$ cat src/hdl/egti_pkg.sv
package egti_pkg;

	localparam int TABLE_POINTS = 42;
	localparam int IDX_W        = $clog2(TABLE_POINTS);
	localparam int POS_W        = 31;
	localparam int OUT_W        = 44;
	localparam int RAD_W        = 30;
	localparam int RESP_W       = 20;
	localparam int DIST_W       = 32;
	localparam int ACC_W        = 64;
	localparam int MUL_W        = 33;
	localparam int CS_W         = 48;
	localparam int REM_W        = CS_W - 1;
	localparam int VM_W         = 35;
	localparam int D_W          = 46;
	localparam int FRAC_V       = 16;
	localparam int FRAC_OUT     = 30;
	localparam int SQRT_ITERS   = DIST_W;
	localparam int DIV1_BITS    = VM_W + 1;
	localparam int DIV2_BITS    = OUT_W;
	localparam int CNT_W        = $clog2(DIV2_BITS);
	localparam int VAL_SCALE    = 10000;

	localparam int CFG_IDX_W = 1;
	localparam logic [CFG_IDX_W-1:0] REG_CENTER_X = 1'b0;
	localparam logic [CFG_IDX_W-1:0] REG_CENTER_Y = 1'b1;

	// radius breakpoints in 1/64 m units
	localparam logic [RAD_W-1:0] RADIUS_BP [TABLE_POINTS] = '{
		30'd0, 30'd704, 30'd7104, 30'd71168, 30'd142336, 30'd213504, 30'd284672,
		30'd427008, 30'd569344, 30'd711680, 30'd1138560, 30'd1423360, 30'd1779200,
		30'd2135040, 30'd2846720, 30'd3558400, 30'd4270080, 30'd5693440, 30'd7116800,
		30'd8537600, 30'd11385600, 30'd14233600, 30'd17792000, 30'd21350400,
		30'd28467200, 30'd35584000, 30'd42700800, 30'd49817600, 30'd56934400,
		30'd64064000, 30'd71168000, 30'd85376000, 30'd113856000, 30'd142336000,
		30'd177920000, 30'd213504000, 30'd284672000, 30'd355840000, 30'd427008000,
		30'd498176000, 30'd569344000, 30'd640512000
	};

	// tabulated response times 10000
	localparam logic signed [RESP_W-1:0] RESP_TAB [TABLE_POINTS] = '{
		-20'sd336488, -20'sd336400, -20'sd335600, -20'sd327500, -20'sd318600,
		-20'sd309800, -20'sd301200, -20'sd284400, -20'sd268700, -20'sd254100,
		-20'sd218000, -20'sd200200, -20'sd183600, -20'sd171800, -20'sd157100,
		-20'sd149100, -20'sd144100, -20'sd136900, -20'sd130100, -20'sd123100,
		-20'sd109500, -20'sd97570, -20'sd85190, -20'sd75330, -20'sd61310,
		-20'sd52370, -20'sd46600, -20'sd42720, -20'sd39990, -20'sd37980,
		-20'sd36400, -20'sd33920, -20'sd29990, -20'sd26190, -20'sd21030,
		-20'sd15300, -20'sd2920, 20'sd8480, 20'sd16760, 20'sd20830,
		20'sd20570, 20'sd16430
	};

	typedef enum logic [3:0] {
		ST_IDLE,
		ST_SQX,
		ST_SQY,
		ST_SUM,
		ST_SQRT,
		ST_RCHK,
		ST_SRCH,
		ST_MULW,
		ST_MULT,
		ST_NUM,
		ST_D1INIT,
		ST_DIV1,
		ST_DSCL,
		ST_DLD,
		ST_DIV2,
		ST_FIN
	} state_t;

	typedef struct packed {
		logic            ge;
		logic [CS_W-1:0] diff;
	} cs_res_t;

endpackage

$ cat src/hdl/elastic_greens_table_interp.sv
// one item in flight: a new input is taken only in the idle state; zero distance,
// out-of-range distance and saturation skip part of the sequence, which is
// built from the 32-step square root and the 36- and 44-step restoring divisions,
// all through one shared compare-subtract unit, plus a shared 33x33 multiplier
// reset clears both center registers to zero and empties the block and its output register
module elastic_greens_table_interp (
	input  logic                                  clk,
	input  logic                                  arst_n,
	input  logic                                  in_valid,
	output logic                                  in_ready,
	input  logic signed [egti_pkg::POS_W-1:0]     x_pos,
	input  logic signed [egti_pkg::POS_W-1:0]     y_pos,
	output logic                                  out_valid,
	input  logic                                  out_ready,
	output logic signed [egti_pkg::OUT_W-1:0]     green_value,
	input  logic                                  cfg_valid,
	output logic                                  cfg_ready,
	input  logic        [egti_pkg::CFG_IDX_W-1:0] cfg_index,
	input  logic signed [egti_pkg::POS_W-1:0]     cfg_data
);
	import egti_pkg::*;

	localparam logic [OUT_W-1:0] OUT_MAXPOS = {1'b0, {(OUT_W-1){1'b1}}};
	localparam logic [OUT_W-1:0] OUT_MINMAG = {1'b1, {(OUT_W-1){1'b0}}};
	localparam int D1_SHIFT = DIV1_BITS - FRAC_V;
	localparam int D2_SHIFT = DIV2_BITS - FRAC_OUT;

	state_t state_q, state_d;

	logic signed [POS_W-1:0]   cx_q, cy_q;
	logic        [DIST_W-1:0]  ax_q, ay_q;
	logic        [ACC_W-1:0]   acc_q;
	logic        [REM_W-1:0]   rem_q;
	logic        [OUT_W-1:0]   q_q;
	logic        [DIST_W-1:0]  r_q;
	logic        [RAD_W-1:0]   w_q, t_q;
	logic        [VM_W-1:0]    vm_q;
	logic        [D_W-1:0]     d_q;
	logic                      neg_q;
	logic        [CNT_W-1:0]   cnt_q;
	logic        [IDX_W-1:0]   lo_q, hi_q;
	logic        [OUT_W-1:0]   res_q;
	logic                      out_valid_q;

	logic signed [DIST_W-1:0]  dx_c, dy_c;
	logic        [ACC_W-1:0]   mag_c;
	logic        [IDX_W:0]     mid_sum_c;
	logic        [IDX_W-1:0]   mid_c, idx1_c;
	logic        [RAD_W-1:0]   w_c;
	logic signed [RESP_W:0]    dresp_c;
	logic        [RESP_W-1:0]  rt0_mag_c;
	logic        [OUT_W-1:0]   res_c;
	logic                      last_c, fin_fire_c;

	logic        [CS_W-1:0]    cs_a, cs_b;
	cs_res_t                   cs_res;
	logic signed [MUL_W-1:0]   mul_a, mul_b;
	logic signed [2*MUL_W-1:0] mul_p;

	egti_mul u_mul (
		.clk  (clk),
		.a    (mul_a),
		.b    (mul_b),
		.prod (mul_p)
	);

	egti_cmpsub u_cmpsub (
		.a   (cs_a),
		.b   (cs_b),
		.res (cs_res)
	);

	assign cfg_ready   = 1'b1;
	assign in_ready    = (state_q == ST_IDLE);
	assign out_valid   = out_valid_q;
	assign green_value = res_q;

	always_comb begin
		dx_c      = DIST_W'(cx_q) - DIST_W'(x_pos);
		dy_c      = DIST_W'(cy_q) - DIST_W'(y_pos);
		mag_c     = acc_q[ACC_W-1] ? (ACC_W'(0) - acc_q) : acc_q;
		mid_sum_c = {1'b0, lo_q} + {1'b0, hi_q} + (IDX_W+1)'(1);
		mid_c     = mid_sum_c[IDX_W:1];
		idx1_c    = lo_q + IDX_W'(1);
		w_c       = RADIUS_BP[idx1_c] - RADIUS_BP[lo_q];
		dresp_c   = (RESP_W+1)'(RESP_TAB[idx1_c]) - (RESP_W+1)'(RESP_TAB[lo_q]);
		rt0_mag_c = RESP_TAB[0][RESP_W-1] ? RESP_W'(-RESP_TAB[0]) : RESP_TAB[0];
		if (neg_q) begin
			res_c = q_q[OUT_W-1] ? OUT_MINMAG : (OUT_W'(0) - q_q);
		end else begin
			res_c = q_q[OUT_W-1] ? OUT_MAXPOS : q_q;
		end
		fin_fire_c = (state_q == ST_FIN) && (!out_valid_q || out_ready);
	end

	// shared unit operand select
	always_comb begin
		cs_a   = '0;
		cs_b   = '0;
		mul_a  = '0;
		mul_b  = '0;
		last_c = 1'b0;
		unique case (state_q)
			ST_SQX: begin
				mul_a = MUL_W'(ax_q);
				mul_b = MUL_W'(ax_q);
			end
			ST_SQY: begin
				mul_a = MUL_W'(ay_q);
				mul_b = MUL_W'(ay_q);
			end
			ST_SQRT: begin
				cs_a   = CS_W'({rem_q[REM_W-3:0], acc_q[ACC_W-1 -: 2]});
				cs_b   = CS_W'({q_q[SQRT_ITERS-1:0], 2'b01});
				last_c = (cnt_q == CNT_W'(SQRT_ITERS - 1));
			end
			ST_SRCH: begin
				cs_a = CS_W'(r_q);
				cs_b = CS_W'(RADIUS_BP[mid_c]);
			end
			ST_MULW: begin
				mul_a = MUL_W'(RESP_TAB[lo_q]);
				mul_b = MUL_W'(w_c);
			end
			ST_MULT: begin
				mul_a = MUL_W'(dresp_c);
				mul_b = MUL_W'(t_q);
			end
			ST_DIV1: begin
				cs_a   = {rem_q, acc_q[ACC_W-1]};
				cs_b   = CS_W'(w_q);
				last_c = (cnt_q == CNT_W'(DIV1_BITS - 1));
			end
			ST_DSCL: begin
				mul_a = MUL_W'(r_q);
				mul_b = MUL_W'(VAL_SCALE);
			end
			ST_DLD: begin
				cs_a = CS_W'(vm_q >> D2_SHIFT);
				cs_b = CS_W'(mul_p[D_W-1:0]);
			end
			ST_DIV2: begin
				cs_a   = {rem_q, acc_q[ACC_W-1]};
				cs_b   = CS_W'(d_q);
				last_c = (cnt_q == CNT_W'(DIV2_BITS - 1));
			end
			default: ;
		endcase
	end

	always_comb begin
		state_d = state_q;
		unique case (state_q)
			ST_IDLE:   if (in_valid) state_d = ST_SQX;
			ST_SQX:    state_d = ST_SQY;
			ST_SQY:    state_d = ST_SUM;
			ST_SUM:    state_d = ST_SQRT;
			ST_SQRT:   if (last_c) state_d = ST_RCHK;
			ST_RCHK: begin
				if (r_q == '0) begin
					state_d = ST_DSCL;
				end else if (r_q > DIST_W'(RADIUS_BP[TABLE_POINTS-1])) begin
					state_d = ST_FIN;
				end else begin
					state_d = ST_SRCH;
				end
			end
			ST_SRCH:   if (!(lo_q < hi_q)) state_d = ST_MULW;
			ST_MULW:   state_d = ST_MULT;
			ST_MULT:   state_d = ST_NUM;
			ST_NUM:    state_d = ST_D1INIT;
			ST_D1INIT: state_d = ST_DIV1;
			ST_DIV1:   if (last_c) state_d = ST_DSCL;
			ST_DSCL:   state_d = ST_DLD;
			ST_DLD:    state_d = cs_res.ge ? ST_FIN : ST_DIV2;
			ST_DIV2:   if (last_c) state_d = ST_FIN;
			ST_FIN:    if (fin_fire_c) state_d = ST_IDLE;
			default:   state_d = ST_IDLE;
		endcase
	end

	always_ff @(posedge clk or negedge arst_n) begin
		if (!arst_n) begin
			state_q <= ST_IDLE;
		end else begin
			state_q <= state_d;
		end
	end

	// configuration registers
	always_ff @(posedge clk or negedge arst_n) begin
		if (!arst_n) begin
			cx_q <= '0;
			cy_q <= '0;
		end else if (cfg_valid) begin
			unique case (cfg_index)
				REG_CENTER_X: cx_q <= cfg_data;
				REG_CENTER_Y: cy_q <= cfg_data;
				default: ;
			endcase
		end
	end

	// sequencer counters and output transfer
	always_ff @(posedge clk or negedge arst_n) begin
		if (!arst_n) begin
			cnt_q       <= '0;
			lo_q        <= '0;
			hi_q        <= '0;
			out_valid_q <= 1'b0;
		end else begin
			case (state_q)
				ST_SUM, ST_D1INIT, ST_DLD: cnt_q <= '0;
				ST_SQRT, ST_DIV1, ST_DIV2: cnt_q <= cnt_q + CNT_W'(1);
				default: ;
			endcase
			if (state_q == ST_RCHK) begin
				lo_q <= '0;
				hi_q <= IDX_W'(TABLE_POINTS - 2);
			end else if (state_q == ST_SRCH && lo_q < hi_q) begin
				if (cs_res.ge) begin
					lo_q <= mid_c;
				end else begin
					hi_q <= mid_c - IDX_W'(1);
				end
			end
			if (fin_fire_c) begin
				out_valid_q <= 1'b1;
			end else if (out_ready) begin
				out_valid_q <= 1'b0;
			end
		end
	end

	// datapath
	always_ff @(posedge clk) begin
		case (state_q)
			ST_IDLE: begin
				ax_q <= dx_c[DIST_W-1] ? DIST_W'(-dx_c) : DIST_W'(dx_c);
				ay_q <= dy_c[DIST_W-1] ? DIST_W'(-dy_c) : DIST_W'(dy_c);
			end
			ST_SQY: acc_q <= mul_p[ACC_W-1:0];
			ST_SUM: begin
				acc_q <= acc_q + mul_p[ACC_W-1:0];
				rem_q <= '0;
				q_q   <= '0;
			end
			ST_SQRT, ST_DIV1, ST_DIV2: begin
				rem_q <= cs_res.ge ? cs_res.diff[REM_W-1:0] : cs_a[REM_W-1:0];
				q_q   <= {q_q[OUT_W-2:0], cs_res.ge};
				if (state_q == ST_SQRT) begin
					acc_q <= acc_q << 2;
					if (last_c) r_q <= {q_q[DIST_W-2:0], cs_res.ge};
				end else begin
					acc_q <= acc_q << 1;
					if (state_q == ST_DIV1 && last_c) vm_q <= {q_q[VM_W-2:0], cs_res.ge};
				end
			end
			ST_RCHK: begin
				if (r_q == '0) begin
					r_q   <= DIST_W'(RADIUS_BP[1]);
					vm_q  <= VM_W'(rt0_mag_c) << FRAC_V;
					neg_q <= RESP_TAB[0][RESP_W-1];
				end else begin
					q_q   <= '0;
					neg_q <= 1'b0;
				end
			end
			ST_MULW: begin
				w_q <= w_c;
				t_q <= RAD_W'(r_q - DIST_W'(RADIUS_BP[lo_q]));
			end
			ST_MULT: acc_q <= mul_p[ACC_W-1:0];
			ST_NUM:  acc_q <= acc_q + mul_p[ACC_W-1:0];
			ST_D1INIT: begin
				neg_q <= acc_q[ACC_W-1];
				rem_q <= REM_W'(mag_c >> D1_SHIFT);
				acc_q <= mag_c << (ACC_W - D1_SHIFT);
				q_q   <= '0;
			end
			ST_DLD: begin
				d_q <= mul_p[D_W-1:0];
				if (cs_res.ge) begin
					q_q <= '1;
				end else begin
					rem_q <= REM_W'(vm_q >> D2_SHIFT);
					acc_q <= ACC_W'(vm_q) << (ACC_W - D2_SHIFT);
					q_q   <= '0;
				end
			end
			ST_FIN: if (fin_fire_c) res_q <= res_c;
			default: ;
		endcase
	end

endmodule

$ cat src/hdl/egti_mul.sv
module egti_mul (
	input  logic                                clk,
	input  logic signed [egti_pkg::MUL_W-1:0]   a,
	input  logic signed [egti_pkg::MUL_W-1:0]   b,
	output logic signed [2*egti_pkg::MUL_W-1:0] prod
);
	import egti_pkg::*;

	logic signed [2*MUL_W-1:0] prod_q;

	always_ff @(posedge clk) begin
		prod_q <= a * b;
	end

	assign prod = prod_q;

endmodule

$ cat src/hdl/egti_cmpsub.sv
module egti_cmpsub (
	input  logic [egti_pkg::CS_W-1:0] a,
	input  logic [egti_pkg::CS_W-1:0] b,
	output egti_pkg::cs_res_t         res
);
	import egti_pkg::*;

	logic [CS_W:0] sub_c;

	always_comb begin
		sub_c    = {1'b0, a} - {1'b0, b};
		res.ge   = ~sub_c[CS_W];
		res.diff = sub_c[CS_W-1:0];
	end

endmodule
$ cat config.mk
export PLATFORM = sky130hd
export DESIGN_NAME = elastic_greens_table_interp
export DESIGN_NICKNAME = d
export VERILOG_FILES = /design/src/hdl/egti_pkg.sv /design/src/hdl/elastic_greens_table_interp.sv /design/src/hdl/egti_mul.sv /design/src/hdl/egti_cmpsub.sv
export SDC_FILE = /design/constraint.sdc
export NUM_CORES = 2
export LEC_CHECK = 0
export BUFFER_PORTS_ARGS = -buffer_cell sky130_fd_sc_hd__buf_4
export CORE_ASPECT_RATIO = 0.9
export CORE_MARGIN = 2
export CORE_UTILIZATION = 59
export DETAILED_ROUTE_END_ITERATION = 6
export PLACE_DENSITY = 0.77
export REMOVE_ABC_BUFFERS = 1
export SYNTH_ARGS = -nofsm -noshare
export SYNTH_HDL_FRONTEND = slang
export SYNTH_SLANG_ARGS = --single-unit
$ cat constraint.sdc
create_clock -name clk -period 17.5 [get_ports clk]
set_clock_uncertainty 0.1 [all_clocks]
set_input_delay 0.875 -clock clk [delete_from_list [all_inputs] [get_ports clk]]
set_output_delay 0.875 -clock clk [all_outputs]
set_load 0.01 [all_outputs]
==> reports/results.txt <==
Worst setup SP type: flop
Yosys reg bits: 580
slew margin rel.: 4.04%
PortBufs: 144
RSZ-0062 raised after global routing: no
Slowest-stage cell, CP: and3_1
Crit. End Element: flop
crit share post-route: 96.0%
CTS buffer count: 71
cell family with most CP delay: adder cells
post-CTS sizing: 0
Clock Root Buffer: clkbuf_16
WL final: 311 mm
post-synth cell types: 102
GR Util All Layers: 43.8%
gp weighted congestion: 1.06
WL/cell: 28.0 µm
Worst-Margin Slew: 1.42 ns
FP Rows: 129
num ports: 146
routed vias/inst: 6.55
fill count: 11600
Max Cap Viol: 0
Max stage delay on crit path: 1.25 ns
Congestion Overflow GR: 0
WS Path Type: reg2reg
final worst path period need: 16.80 ns
area of the die: 141000 µm²
nets: 10900
dpl ws: 1.58 ns
clk buf depth: 3
TritonCTS Sinks: 580
Final Hold Vio Count: 0
number of synthesized flops with an enable pin: 431
setup violators final: 0
failing checks: design-rule violations
Max Slew Vio Count: 0
Min-Delay Path Class: in2async
Netlist Area Pre-Place: 81300 µm²
top cells by area, synth: fa_1 27%, edfxtp_1 16%, ha_1 7.3%
H-Tree Depth: 3
post-cts hold buffer count: 0
DR iter-0 viols: 9552
most frequent CP cell: a21oi_1
status: finished, violations left
final setup TNS: 0 ns
clk slew on worst S/H paths: 0.07 ns
Syn. warnings: 0
Req. time, crit path: 17.93 ns
die height: 356 µm
Post-synth ARST share: 14.7%
setup bufs post-CTS: 0
largest net degree at the start of global routing: 147
vias: 72800
TritonCTS clock tree: built
Top FF cell, synth: edfxtp_1
Initial Util: 59.3%
final worst slack: 0.696 ns
layout cells sized above 1: 7.13%
syn_area_per_cell: 8.73 µm²
Pre-Repair DR Iteration Count: 7
Die W: 395 µm
Min Hold Slack: 0.0684 ns
synthesis-to-finish area growth: 7.12%
first-pass GRT wire length: 459 mm
Synth Instances: 9308
dpl hpwl: 243 mm
number of global-route vias before repair: 71100
Worst-Skew Late Latency: 0.73 ns
Seq/Total Area, Yosys: 20.1%
share of the synthesized area in the top cell type: 27.1%
Post-DRT Antenna Nets: 0
initial antenna violation count: 7
Worst EP arrival: 17.23 ns
drt drc: 43
worst-path fanout max: 28
dominant cell type by area after synthesis: fa_1
fmax: 59.5 MHz
Core Area: 137000 µm²
Buf/Inv on CP: 6
[placed cells by master, fill, tap and decap left out, drive strengths merged, types with 31 or more instances in the layout]
cell    Yosys  routed
inv      1274    1280
nand2    1263    1263
fa       1101    1101
nor2      871     871
a21oi     550     550
ha        472     472
edfxtp    431     431
o21ai     415     415
buf        74     356
xnor2     262     262
a21o      179     179
xor2      165     165
nand3     126     126
a22oi     113     113
nor3      112     112
clkbuf    443      94
dfrtp      85      85
and2       79      79
and3       77      77
nand2b     74      74
o31ai      66      66
dfxtp      64      64
mux2       63      63
a31oi      61      61
nor2b      50      50
o211ai     47      47
a211oi     47      47
o21a       46      46
o21bai     43      43
a221o      42      42
a222oi     40      40
o22ai      35      35
a221oi     35      35
or3        34      34
or2        32      32
nand4      31      31
[metrics by stage]
step / cell area (µm²) / instances / util [%]
4_1_cts: 87100 / 11100 / 63.5
2_1_floorplan: 79300 / 8791 / -
5_1_grt: 87100 / 11100 / 63.5
3_5_place_dp: 84700 / 11000 / 61.8
6_report: 87100 / 11100 / 63.5
3_3_place_gp: 84700 / 11000 / 61.8
[worst register-to-register path: cells and delay by family (launching register included)]
kind,cells,cell delay (ns)
XOR/XNOR,2,0.65
adder cells (fa/ha/maj),11,5.43
buffers and inverters,6,0.35
flip-flops,1,0.81
AO/OA/AOI/OAI,20,4.48
AND/OR/NAND/NOR,10,4.83
[synth_stat cells, types with 165 or more instances]
| library cell | n |
|---|---|
| a21oi_1 | 550 |
| nand2_1 | 1263 |
| clkbuf_1 | 442 |
| ha_1 | 472 |
| fa_1 | 1101 |
| xnor2_1 | 262 |
| inv_1 | 1271 |
| xor2_1 | 165 |
| nor2_1 | 871 |
| edfxtp_1 | 431 |
| o21ai_0 | 389 |
| a21o_1 | 179 |
[layer usage]
layer / global-route usage [%] / part of all wire, % / vias up
met5: 0 / 0.012 / -
met4: 23.1 / 6.5 / 4
met3: 14.2 / 14 / 977
met2: 64.1 / 42 / 5133
met1: 58.2 / 37 / 35800
li1: - / - / 30900
[kinds of logic after synthesis]
family | after synthesis | share of synthesized area (%)
AND/OR/NAND/NOR | 2847 | 15.2
XOR/XNOR | 427 | 4.60
flip-flops | 580 | 20.1
adder cells (fa/ha/maj) | 1577 | 34.4
other | 2 | 0.00924
AO/OA/AOI/OAI | 1991 | 16.1
multiplexers | 91 | 1.23
buffers and inverters | 1793 | 8.31
[layout make-up]
cell class / instances / area (µm²) / share of cell area (%)
inverter: 1276 / 4790 / 5.50
multi-input combinational: 6935 / 58600 / 67.3
sequential: 580 / 16400 / 18.8
tap: 1834 / 2290 / 2.64
clock inverter: 34 / 409 / 0.470
clock buffer: 94 / 1920 / 2.21
timing repair buffer: 356 / 2690 / 3.08
antenna: 4 / 10.0 / 0.0115
[registers in the layout, indices dropped and copies added, names as in the netlist]
| signal | flops |
|---|---|
| acc_q | 64 |
| ax_q | 32 |
| ay_q | 32 |
| cnt_q | 6 |
| cx_q | 31 |
| cy_q | 31 |
| d_q | 46 |
| green_value | 44 |
| hi_q | 6 |
| lo_q | 6 |
| neg_q | 1 |
| out_valid | 1 |
| q_q | 44 |
| r_q | 32 |
| rem_q | 47 |
| state_q | 4 |
| t_q | 30 |
| u_mul.prod | 64 |
| vm_q | 35 |
| w_q | 24 |
[final timing paths]
kind                        startpoint             end  slack (ns)  depth (start not counted)
setup / recovery               lo_q[1]  u_mul.prod[41]        0.70                         49
min in group clk           cfg_data[0]         cx_q[0]        0.30                          3
setup reg to reg               lo_q[1]  u_mul.prod[41]        0.70                         49
hold / removal                  arst_n        cx_q[13]        0.07                          1
hold reg to reg               cy_q[24]        cy_q[24]        0.41                          1
max in group asynchronous       arst_n         lo_q[3]       16.14                          2
Power is left out: the tool's default activity adds up to more than one toggle a clock period on the data nets, which glitch-free logic cannot reach.
